## src/hw/rtl/dcf_pkg.sv

```systemverilog
`timescale 1ns / 1ps

package dcf_pkg;

    // Configuration port geometry
    localparam int CFG_IDX_W  = 3;
    localparam int CFG_DATA_W = 32;

    // Register indexes
    localparam logic [CFG_IDX_W-1:0] REG_CELL_CAPACITY     = 3'd0;
    localparam logic [CFG_IDX_W-1:0] REG_DISCHARGE_RATING  = 3'd1;
    localparam logic [CFG_IDX_W-1:0] REG_CELLS_PARALLEL    = 3'd2;
    localparam logic [CFG_IDX_W-1:0] REG_FAN_THRESHOLD     = 3'd3;
    localparam logic [CFG_IDX_W-1:0] REG_HEARTBEAT_TIMEOUT = 3'd4;

    // Register reset values
    localparam logic [15:0]        RST_CELL_CAPACITY     = 16'd0;
    localparam logic [15:0]        RST_DISCHARGE_RATING  = 16'd0;
    localparam logic [7:0]         RST_CELLS_PARALLEL    = 8'd1;
    localparam logic signed [15:0] RST_FAN_THRESHOLD     = 16'sd0;
    localparam logic [31:0]        RST_HEARTBEAT_TIMEOUT = 32'd1000;

    // Limit is product / 10; compared as 10 * current against the product
    localparam logic [3:0] LIMIT_DIVISOR = 4'd10;
    localparam int CUR_SCALED_W = 36;
    localparam int PRODUCT_W    = 40;

    // Discharge phases
    localparam logic [1:0] PH_OFF  = 2'd0;
    localparam logic [1:0] PH_INIT = 2'd1;
    localparam logic [1:0] PH_RUN  = 2'd2;
    localparam logic [1:0] PH_DONE = 2'd3;

    // Over-current report codes
    localparam logic [1:0] OC_NONE   = 2'd0;
    localparam logic [1:0] OC_ASSERT = 2'd1;
    localparam logic [1:0] OC_PASS   = 2'd2;

    // Sequencer states
    localparam logic [1:0] ST_IDLE = 2'd0;
    localparam logic [1:0] ST_MUL1 = 2'd1;
    localparam logic [1:0] ST_MUL2 = 2'd2;
    localparam logic [1:0] ST_EVAL = 2'd3;

    typedef struct packed {
        logic              discharge_requested;
        logic              contactors_are_closed;
        logic [31:0]       pack_current;
        logic signed [15:0] hottest_cell_temp;
        logic [31:0]       now_ms;
        logic [31:0]       last_message_ms;
    } in_t;

    typedef struct packed {
        logic       close_command;
        logic [1:0] overcurrent_action;
        logic       fans_enable;
        logic       heartbeat_lost;
        logic [1:0] current_state;
    } out_t;

    // Controller to datapath commands
    typedef struct packed {
        logic load;
        logic mul_first;
        logic mul_second;
        logic commit;
    } cmd_t;

endpackage

```

## src/hw/rtl/dcf_ctrl.sv

```systemverilog
`timescale 1ns / 1ps

module dcf_ctrl (
    input  logic          clk,
    input  logic          rst_n,
    input  logic          in_valid,
    output logic          in_ready,
    output logic          out_valid,
    input  logic          out_ready,
    output dcf_pkg::cmd_t cmd
);

    logic [1:0] state_reg;
    logic [1:0] state_next;
    logic       out_valid_reg;
    logic       out_valid_next;
    logic       out_free;

    assign in_ready  = (state_reg == dcf_pkg::ST_IDLE);
    assign out_valid = out_valid_reg;
    assign out_free  = !out_valid_reg || out_ready;

    // Issue datapath commands per state
    always_comb
    begin
        cmd            = '0;
        state_next     = state_reg;
        cmd.load       = 1'b0;
        unique case (state_reg)
            dcf_pkg::ST_IDLE:
            begin
                if (in_valid)
                begin
                    cmd.load   = 1'b1;
                    state_next = dcf_pkg::ST_MUL1;
                end
            end
            dcf_pkg::ST_MUL1:
            begin
                cmd.mul_first = 1'b1;
                state_next    = dcf_pkg::ST_MUL2;
            end
            dcf_pkg::ST_MUL2:
            begin
                cmd.mul_second = 1'b1;
                state_next     = dcf_pkg::ST_EVAL;
            end
            dcf_pkg::ST_EVAL:
            begin
                if (out_free)
                begin
                    cmd.commit = 1'b1;
                    state_next = dcf_pkg::ST_IDLE;
                end
            end
            default:
            begin
                state_next = dcf_pkg::ST_IDLE;
            end
        endcase
    end

    // Hold the result beat until taken
    always_comb
    begin
        if (cmd.commit)
        begin
            out_valid_next = 1'b1;
        end
        else if (out_ready)
        begin
            out_valid_next = 1'b0;
        end
        else
        begin
            out_valid_next = out_valid_reg;
        end
    end

    always_ff @(posedge clk or negedge rst_n)
    begin
        if (!rst_n)
        begin
            state_reg     <= dcf_pkg::ST_IDLE;
            out_valid_reg <= 1'b0;
        end
        else
        begin
            state_reg     <= state_next;
            out_valid_reg <= out_valid_next;
        end
    end

endmodule

```

## src/hw/rtl/dcf_datapath.sv

```systemverilog
`timescale 1ns / 1ps

module dcf_datapath (
    input  logic                            clk,
    input  logic                            rst_n,
    input  logic                            cfg_write,
    input  logic [dcf_pkg::CFG_IDX_W-1:0]   cfg_index,
    input  logic [dcf_pkg::CFG_DATA_W-1:0]  cfg_data,
    input  dcf_pkg::in_t                    in_data,
    input  dcf_pkg::cmd_t                   cmd,
    output dcf_pkg::out_t                   out_data
);

    // Configuration registers
    logic [15:0]        cell_capacity_reg;
    logic [15:0]        discharge_rating_reg;
    logic [7:0]         cells_parallel_reg;
    logic signed [15:0] fan_threshold_reg;
    logic [31:0]        heartbeat_timeout_reg;

    // Algorithm state
    logic [1:0] phase_reg;
    logic [1:0] phase_next;
    logic       fans_reg;
    logic       fans_next;

    // Item and arithmetic registers
    dcf_pkg::in_t                    item_reg;
    logic [31:0]                     prod_first_reg;
    logic [dcf_pkg::PRODUCT_W-1:0]   product_reg;
    dcf_pkg::out_t                   out_reg;
    dcf_pkg::out_t                   out_next;

    logic [dcf_pkg::CUR_SCALED_W-1:0] cur_scaled;
    logic                             over_limit;
    logic [31:0]                      elapsed;
    logic                             hb_lost;
    logic                             fan_hot;
    logic [1:0]                       ph_req;
    logic                             do_run;

    assign out_data = out_reg;

    // Take configuration writes; unknown indexes drop
    always_ff @(posedge clk or negedge rst_n)
    begin
        if (!rst_n)
        begin
            cell_capacity_reg     <= dcf_pkg::RST_CELL_CAPACITY;
            discharge_rating_reg  <= dcf_pkg::RST_DISCHARGE_RATING;
            cells_parallel_reg    <= dcf_pkg::RST_CELLS_PARALLEL;
            fan_threshold_reg     <= dcf_pkg::RST_FAN_THRESHOLD;
            heartbeat_timeout_reg <= dcf_pkg::RST_HEARTBEAT_TIMEOUT;
        end
        else if (cfg_write)
        begin
            unique case (cfg_index)
                dcf_pkg::REG_CELL_CAPACITY:     cell_capacity_reg     <= cfg_data[15:0];
                dcf_pkg::REG_DISCHARGE_RATING:  discharge_rating_reg  <= cfg_data[15:0];
                dcf_pkg::REG_CELLS_PARALLEL:    cells_parallel_reg    <= cfg_data[7:0];
                dcf_pkg::REG_FAN_THRESHOLD:     fan_threshold_reg     <= $signed(cfg_data[15:0]);
                dcf_pkg::REG_HEARTBEAT_TIMEOUT: heartbeat_timeout_reg <= cfg_data;
                default:
                begin
                end
            endcase
        end
    end

    // Capture the item, run the two multiply steps and register the result
    always_ff @(posedge clk)
    begin
        if (cmd.load)
        begin
            item_reg <= in_data;
        end
        if (cmd.mul_first)
        begin
            prod_first_reg <= {16'd0, cell_capacity_reg} * {16'd0, discharge_rating_reg};
        end
        if (cmd.mul_second)
        begin
            product_reg <= {8'd0, prod_first_reg} * {32'd0, cells_parallel_reg};
        end
        if (cmd.commit)
        begin
            out_reg <= out_next;
        end
    end

    // Checks: 10 * current above the product means current above the limit
    assign cur_scaled = dcf_pkg::CUR_SCALED_W'(item_reg.pack_current)
                        * dcf_pkg::CUR_SCALED_W'(dcf_pkg::LIMIT_DIVISOR);
    assign over_limit = {{(dcf_pkg::PRODUCT_W - dcf_pkg::CUR_SCALED_W){1'b0}}, cur_scaled}
                        > product_reg;
    assign elapsed    = item_reg.now_ms - item_reg.last_message_ms;
    assign hb_lost    = (item_reg.last_message_ms != 32'd0)
                        && (elapsed > heartbeat_timeout_reg);
    assign fan_hot    = $signed(item_reg.hottest_cell_temp) > fan_threshold_reg;

    // Advance the phase and build the result
    always_comb
    begin
        if (item_reg.discharge_requested)
        begin
            ph_req = (phase_reg == dcf_pkg::PH_OFF) ? dcf_pkg::PH_INIT : phase_reg;
        end
        else
        begin
            ph_req = (phase_reg == dcf_pkg::PH_OFF) ? dcf_pkg::PH_OFF : dcf_pkg::PH_DONE;
        end

        phase_next = ph_req;
        do_run     = 1'b0;
        out_next   = '0;
        unique case (ph_req)
            dcf_pkg::PH_OFF:
            begin
                out_next.close_command = 1'b0;
            end
            dcf_pkg::PH_INIT:
            begin
                out_next.close_command = 1'b1;
                if (item_reg.contactors_are_closed)
                begin
                    phase_next = dcf_pkg::PH_RUN;
                    do_run     = 1'b1;
                end
            end
            dcf_pkg::PH_RUN:
            begin
                out_next.close_command = 1'b1;
                do_run                 = 1'b1;
            end
            default:
            begin
                out_next.close_command = 1'b0;
                if (!item_reg.contactors_are_closed)
                begin
                    phase_next = dcf_pkg::PH_OFF;
                end
            end
        endcase

        fans_next = fans_reg;
        if (do_run)
        begin
            out_next.overcurrent_action = over_limit ? dcf_pkg::OC_ASSERT : dcf_pkg::OC_PASS;
            out_next.heartbeat_lost     = hb_lost;
            fans_next                   = fan_hot;
            if (!item_reg.contactors_are_closed)
            begin
                phase_next = dcf_pkg::PH_INIT;
            end
        end
        else
        begin
            out_next.overcurrent_action = dcf_pkg::OC_NONE;
            out_next.heartbeat_lost     = 1'b0;
        end
        out_next.fans_enable   = fans_next;
        out_next.current_state = phase_next;
    end

    // Commit the step state
    always_ff @(posedge clk or negedge rst_n)
    begin
        if (!rst_n)
        begin
            phase_reg <= dcf_pkg::PH_OFF;
            fans_reg  <= 1'b0;
        end
        else if (cmd.commit)
        begin
            phase_reg <= phase_next;
            fans_reg  <= fans_next;
        end
    end

endmodule

```

## src/hw/rtl/discharge_contactor_fsm.sv

```systemverilog
`timescale 1ns / 1ps

// Channel   Direction  Handshake           Payload
// in        input      in_valid/in_ready   in_data   (dcf_pkg::in_t)
// out       output     out_valid/out_ready out_data  (dcf_pkg::out_t)
// cfg       input      cfg_write           cfg_index, cfg_data
//
// Each step runs in order: capture, capacity times rating, times cells in
// parallel, then the limit, fan and heartbeat checks with the phase update.
// The multiply is split in two steps; one step is in flight at a time.
// The result register holds a beat while out_ready is low; the next step is
// taken meanwhile and waits in its check cycle until the register frees.
// Reset clears the phase, the fan state and loads register defaults.

module discharge_contactor_fsm (
    input  logic                            clk,
    input  logic                            rst_n,
    input  logic                            cfg_write,
    input  logic [dcf_pkg::CFG_IDX_W-1:0]   cfg_index,
    input  logic [dcf_pkg::CFG_DATA_W-1:0]  cfg_data,
    input  logic                            in_valid,
    output logic                            in_ready,
    input  dcf_pkg::in_t                    in_data,
    output logic                            out_valid,
    input  logic                            out_ready,
    output dcf_pkg::out_t                   out_data
);

    dcf_pkg::cmd_t cmd;

    dcf_ctrl u_ctrl (
        .clk       (clk),
        .rst_n     (rst_n),
        .in_valid  (in_valid),
        .in_ready  (in_ready),
        .out_valid (out_valid),
        .out_ready (out_ready),
        .cmd       (cmd)
    );

    dcf_datapath u_datapath (
        .clk       (clk),
        .rst_n     (rst_n),
        .cfg_write (cfg_write),
        .cfg_index (cfg_index),
        .cfg_data  (cfg_data),
        .in_data   (in_data),
        .cmd       (cmd),
        .out_data  (out_data)
    );

endmodule

```

## config.mk

```make
export PLATFORM = sky130hd
export DESIGN_NAME = discharge_contactor_fsm
export DESIGN_NICKNAME = d
export VERILOG_FILES = /design/src/hw/rtl/dcf_pkg.sv /design/src/hw/rtl/dcf_ctrl.sv /design/src/hw/rtl/dcf_datapath.sv /design/src/hw/rtl/discharge_contactor_fsm.sv
export SDC_FILE = /design/constraint.sdc
export NUM_CORES = 2
export LEC_CHECK = 0
export ABC_AREA = 1
export BUFFER_PORTS_ARGS = -buffer_cell sky130_fd_sc_hd__buf_2
export CAP_MARGIN = 20
export CORE_ASPECT_RATIO = 0.9
export CORE_MARGIN = 1.5
export CORE_UTILIZATION = 35
export CTS_CLUSTER_DIAMETER = 120
export DETAILED_ROUTE_END_ITERATION = 8
export GPL_TIMING_DRIVEN = 0
export PLACE_DENSITY = 0.54
export SETUP_SLACK_MARGIN = 0.05
export SLEW_MARGIN = 20
export SYNTH_ARGS = -nofsm -noshare
export SYNTH_HDL_FRONTEND = slang
export SYNTH_SLANG_ARGS = --single-unit
```

## constraint.sdc

```tcl
create_clock -name clk -period 6.6 [get_ports clk]
set_input_delay 0.33 -clock clk [delete_from_list [all_inputs] [get_ports clk]]
set_output_delay 0.33 -clock clk [all_outputs]
set_load 0.02 [all_outputs]
```

==> results.txt <==
* Internal reg-to-reg setup slack: between 200 and 300 ps
- Critical Path Slowest Stage Cell: fa_1
* Most instantiated cells after synthesis: 1055 x nand2_1, 930 x inv_1, 376 x fa_1
- Biggest area contributors in the synthesized netlist: fa_1 23%, edfxtp_1 17%, ha_1 13%
- Endpoint of the worst register-to-register path: u_datapath.prod_first_reg[28]
- Total setup buffers inserted after CTS: 0
- For this design, the sink count on the clock tree is 287.
- In the routed design, unresolved DRC markers number 0.
- Global routing used 28.41% of the available met1 tracks.
* I/O pins: 163
* Grt total ovfl: 0
* Area of the multi-input gates: around 21000 um2
* Met3 routing resource usage after global routing: ~2.5%
- The floorplan step set the die height to roughly 300 um.
* Area share of the largest cell type after synthesis: a little under a quarter
- Required time worst endpoint: between 6000 and 7000 ps
- Clock skew on the completed layout was measured at around 23 ps.
- Number of instances in the synthesized netlist: 4102
* Combined area of all synthesized cells: 33260 um2
* Placed wire-length estimate after detailed placement: about 77000 um
* Post-synth EDFFs: slightly below 200
* Post-layout instance count excluding filler cells: 5703
* Post-synth top flop: edfxtp_1
* H-tree lvl count: 1
- Biggest fanout along the worst timing path: 10
* Cell taking the most area after synthesis: fa_1
- Vias: 26838
- For the worst flop-to-flop path, the logic depth is 20.
* Critical Path Sink Type: flop
- The critical path in this run is classified as reg2reg.
* Router iterations before antenna repair: 7
- After synthesis, flip-flops and latches occupy roughly 25% of the total area.
- Data arrival, critical path: ~6700 ps
- Once layout is complete, the utilization of the core stands at between 40% and 50%.
- Critical Path Source Type: flop
- Number of fill cells: about 9700
- Traced cell by cell, the critical path runs through clkbuf_1, clkbuf_2, nand2_1, fa_1, fa_1, inv_1, fa_1, fa_1, fa_1, inv_1, fa_1, inv_1, ha_1, a21oi_1, o21ai_0, a21oi_1, nor2_1, nor2_1, nand2_1, xor2_1.
* TritonCTS clock tree: yes
- During synthesis, Yosys emitted a total of 0 warnings.
* Crit path largest cell delay: 570 ps
- Tot GR Track Use: 19.43%
* Maximum operating frequency: between 150 and 200 MHz
- The tool flagged a number of max-cap violations equal to 0.
- Clock-pin slew of the registers on the worst-case setup and hold paths: about 60 ps
- Share of flip-flops with an asynchronous set or reset after synthesis: 32.75%
- Synthesis inferred around 290 register bits.
- Max transition margin: a little under half
- Setup violations remaining at the end of the flow were counted as 0.
- From left edge to right edge, the die measures roughly 330 um.
- Counting every net in the synthesized netlist gives 4977.
* Number of vias per cell: 4.706
- The final layout contains routed wiring with a total length of 93650 um.
* Final #Nets: 5298
- The worst hold path terminates at u_datapath.heartbeat_timeout_reg[16].
* Type of the tightest min-delay check: in2reg
- The first global-routing pass estimated about 150000 um of wire.
- For this block, the initial DRC count from the detailed router was between 1500 and 2000.
- Netlist cell types: 44
- Total Die Area: approximately 97000 um2
* Pin slew with the least headroom to its limit: 819.2 ps
- Longest Clk Path Bufs: 3
- Synth Area per Inst: about 8.1 um2
- The register with the most flip-flops in the layout has between 100 and 150 of them.
- Met2 Usage GRT: a little over 30%
* FF/Latch Area: slightly above 8000 um2
- Most common cell in the netlist: nand2_1
* Status: finished clean
* Count of antenna-violating nets left after detailed routing: 0
* Ratio of cells with drive above 1 in the final layout: slightly below 7%
- Number of CTS-inserted buffers: 31
* Setup TNS: 0 ps
- Post-DR wirelength/cell: between 15 and 20 um
* Cell row count: 107
- Clock Tree Root: clkbuf_16
- From synthesis to final layout, the design area changed by 14.32%.
* Cell Count Post-Placement: ~5500
- Beginning of the worst register-to-register path: u_datapath.discharge_rating_reg[7]
- Clock period minus worst slack: ~6300 ps
- Fin crit share: roughly 96%
- For this configuration, the core starts out at a cell density of between 30% and 40%.
* Global placement routability congestion: roughly 0.94
* Routing layer with the top usage in global route: met2
- The number of antenna violations at the first check in global routing came to 1.
- In this run the tool buffered the top-level ports with around 160 buffer cells.
- The floorplan step defined a core boundary enclosing roughly 94000 um2.
- The number of global-route vias before repair was ~27000.
- Insertion delay to the later sink of the worst-skew pair: 620 ps
- The number of hold-slack violations in the final timing report was 0.
* Number of instances on the worst hold path: 3
* Final count of pins violating max slew: 0
- Setup repair after global routing left no endpoint under its margin.
* Crit-path most repeated cell: fa_1
- In this run the most critical hold path is launched from cfg_data[16].
* Largest net degree at the start of global routing: 76
==> cell usage in the layout, fill, tap and decap left out, types with 6 or more instances in the layout <==
master,Yosys,routed
a21o_1,9,9
dlygate4sd3_1,0,130
nand3b_1,6,6
ha_1,345,343
nand3_1,96,96
clkbuf_2,21,46
clkbuf_16,0,31
dfstp_2,7,7
fa_1,376,376
nor2_2,8,8
nor3_1,32,32
clkbuf_1,121,99
xnor2_1,27,27
nand2_1,1055,1055
o21ai_0,156,156
nand4_1,27,27
clkinv_1,3,6
buf_2,0,161
xor2_1,71,71
inv_1,930,929
dfrtp_1,87,87
a21oi_1,221,221
o21bai_1,13,13
nor4_1,11,11
nor2_1,206,206
edfxtp_1,193,193
o21ai_1,12,12
o21a_1,11,11
nand2_2,8,8
==> area by class of cell <==
| type | instances | area share [%] |
|---|---|---|
| Clock inverter | 14 | 0.3159 |
| Antenna cell | 2 | 0.01316 |
| Timing Repair Buffer | 296 | 5.821 |
| Buffer | 136 | 1.514 |
| Clock buffer | 44 | 2.221 |
| Tap cell | 1253 | 4.123 |
| Inverter | 938 | 9.272 |
| Sequential cell | 287 | 21.45 |
| Multi-Input combinational cell | 2733 | 55.27 |
==> logic make-up after synthesis <==
kind of cell / share of synthesized area [%]
simple gates: 17.60
buf+inv: 12.31
fa+ha+maj: 35.61
compound gates: 7.380
flops: 24.52
xor+xnor: 2.580
==> metal layers <==
layer / up-vias / share of wire, % / wire, um
met4: 0 / 2.3 / 2134
met5: - / 0 / 0
li1: 13216 / - / -
met2: 622 / 44 / 41430
met1: 12894 / 48 / 45210
met3: 106 / 5.2 / 4879
==> worst max path at each step <==
stage	from	to	slack (ps)	cells past startpoint
floorplan	u_datapath.cell_capacity_reg[7]	u_datapath.prod_first_reg[27]	1220	21
global placement	u_datapath.cell_capacity_reg[14]	u_datapath.prod_first_reg[30]	-30	22
detailed placement	u_datapath.cell_capacity_reg[14]	u_datapath.prod_first_reg[19]	-2	19
CTS	u_datapath.cell_capacity_reg[12]	u_datapath.prod_first_reg[28]	50	20
global route	u_datapath.discharge_rating_reg[7]	u_datapath.prod_first_reg[28]	60	20
finish	u_datapath.discharge_rating_reg[7]	u_datapath.prod_first_reg[28]	290	20
==> per-stage QoR <==
step	hold slack [ps]	worst slack [ps]	cell area [um2]
after floorplan	34.41	1216	33260
after global placement	462.7	-27.85	35640
after detailed placement	303.1	-1.743	35750
after CTS	0.4199	51.62	38030
after global routing	11.94	63.12	38020
final	26.66	285.9	38030
==> critical path, delay by kind of cell (launching register included) <==
kind / cells / cell delay, ps
AOI/OAI and AO/OA: 3 / 700
xor gates and xnor gates: 1 / 130
adders and majority gates: 7 / 3450
buffers and inverters: 5 / 1050
DFF: 1 / 320
and+or+nand+nor: 4 / 350
==> repair_timing <==
| item | 4_1_cts | 5_1_grt |
|---|---|---|
| endpoints found under the hold margin | 176 | 0 |
| hold buffers | 130 | 0 |
| setup endpoints to repair | 5 | 16 |
| gates resized for setup | 4 | 42 |
| pin swaps | 0 | 0 |
Power is left out: the tool's default activity adds up to more than one toggle a clock period on the data nets, which glitch-free logic cannot reach.
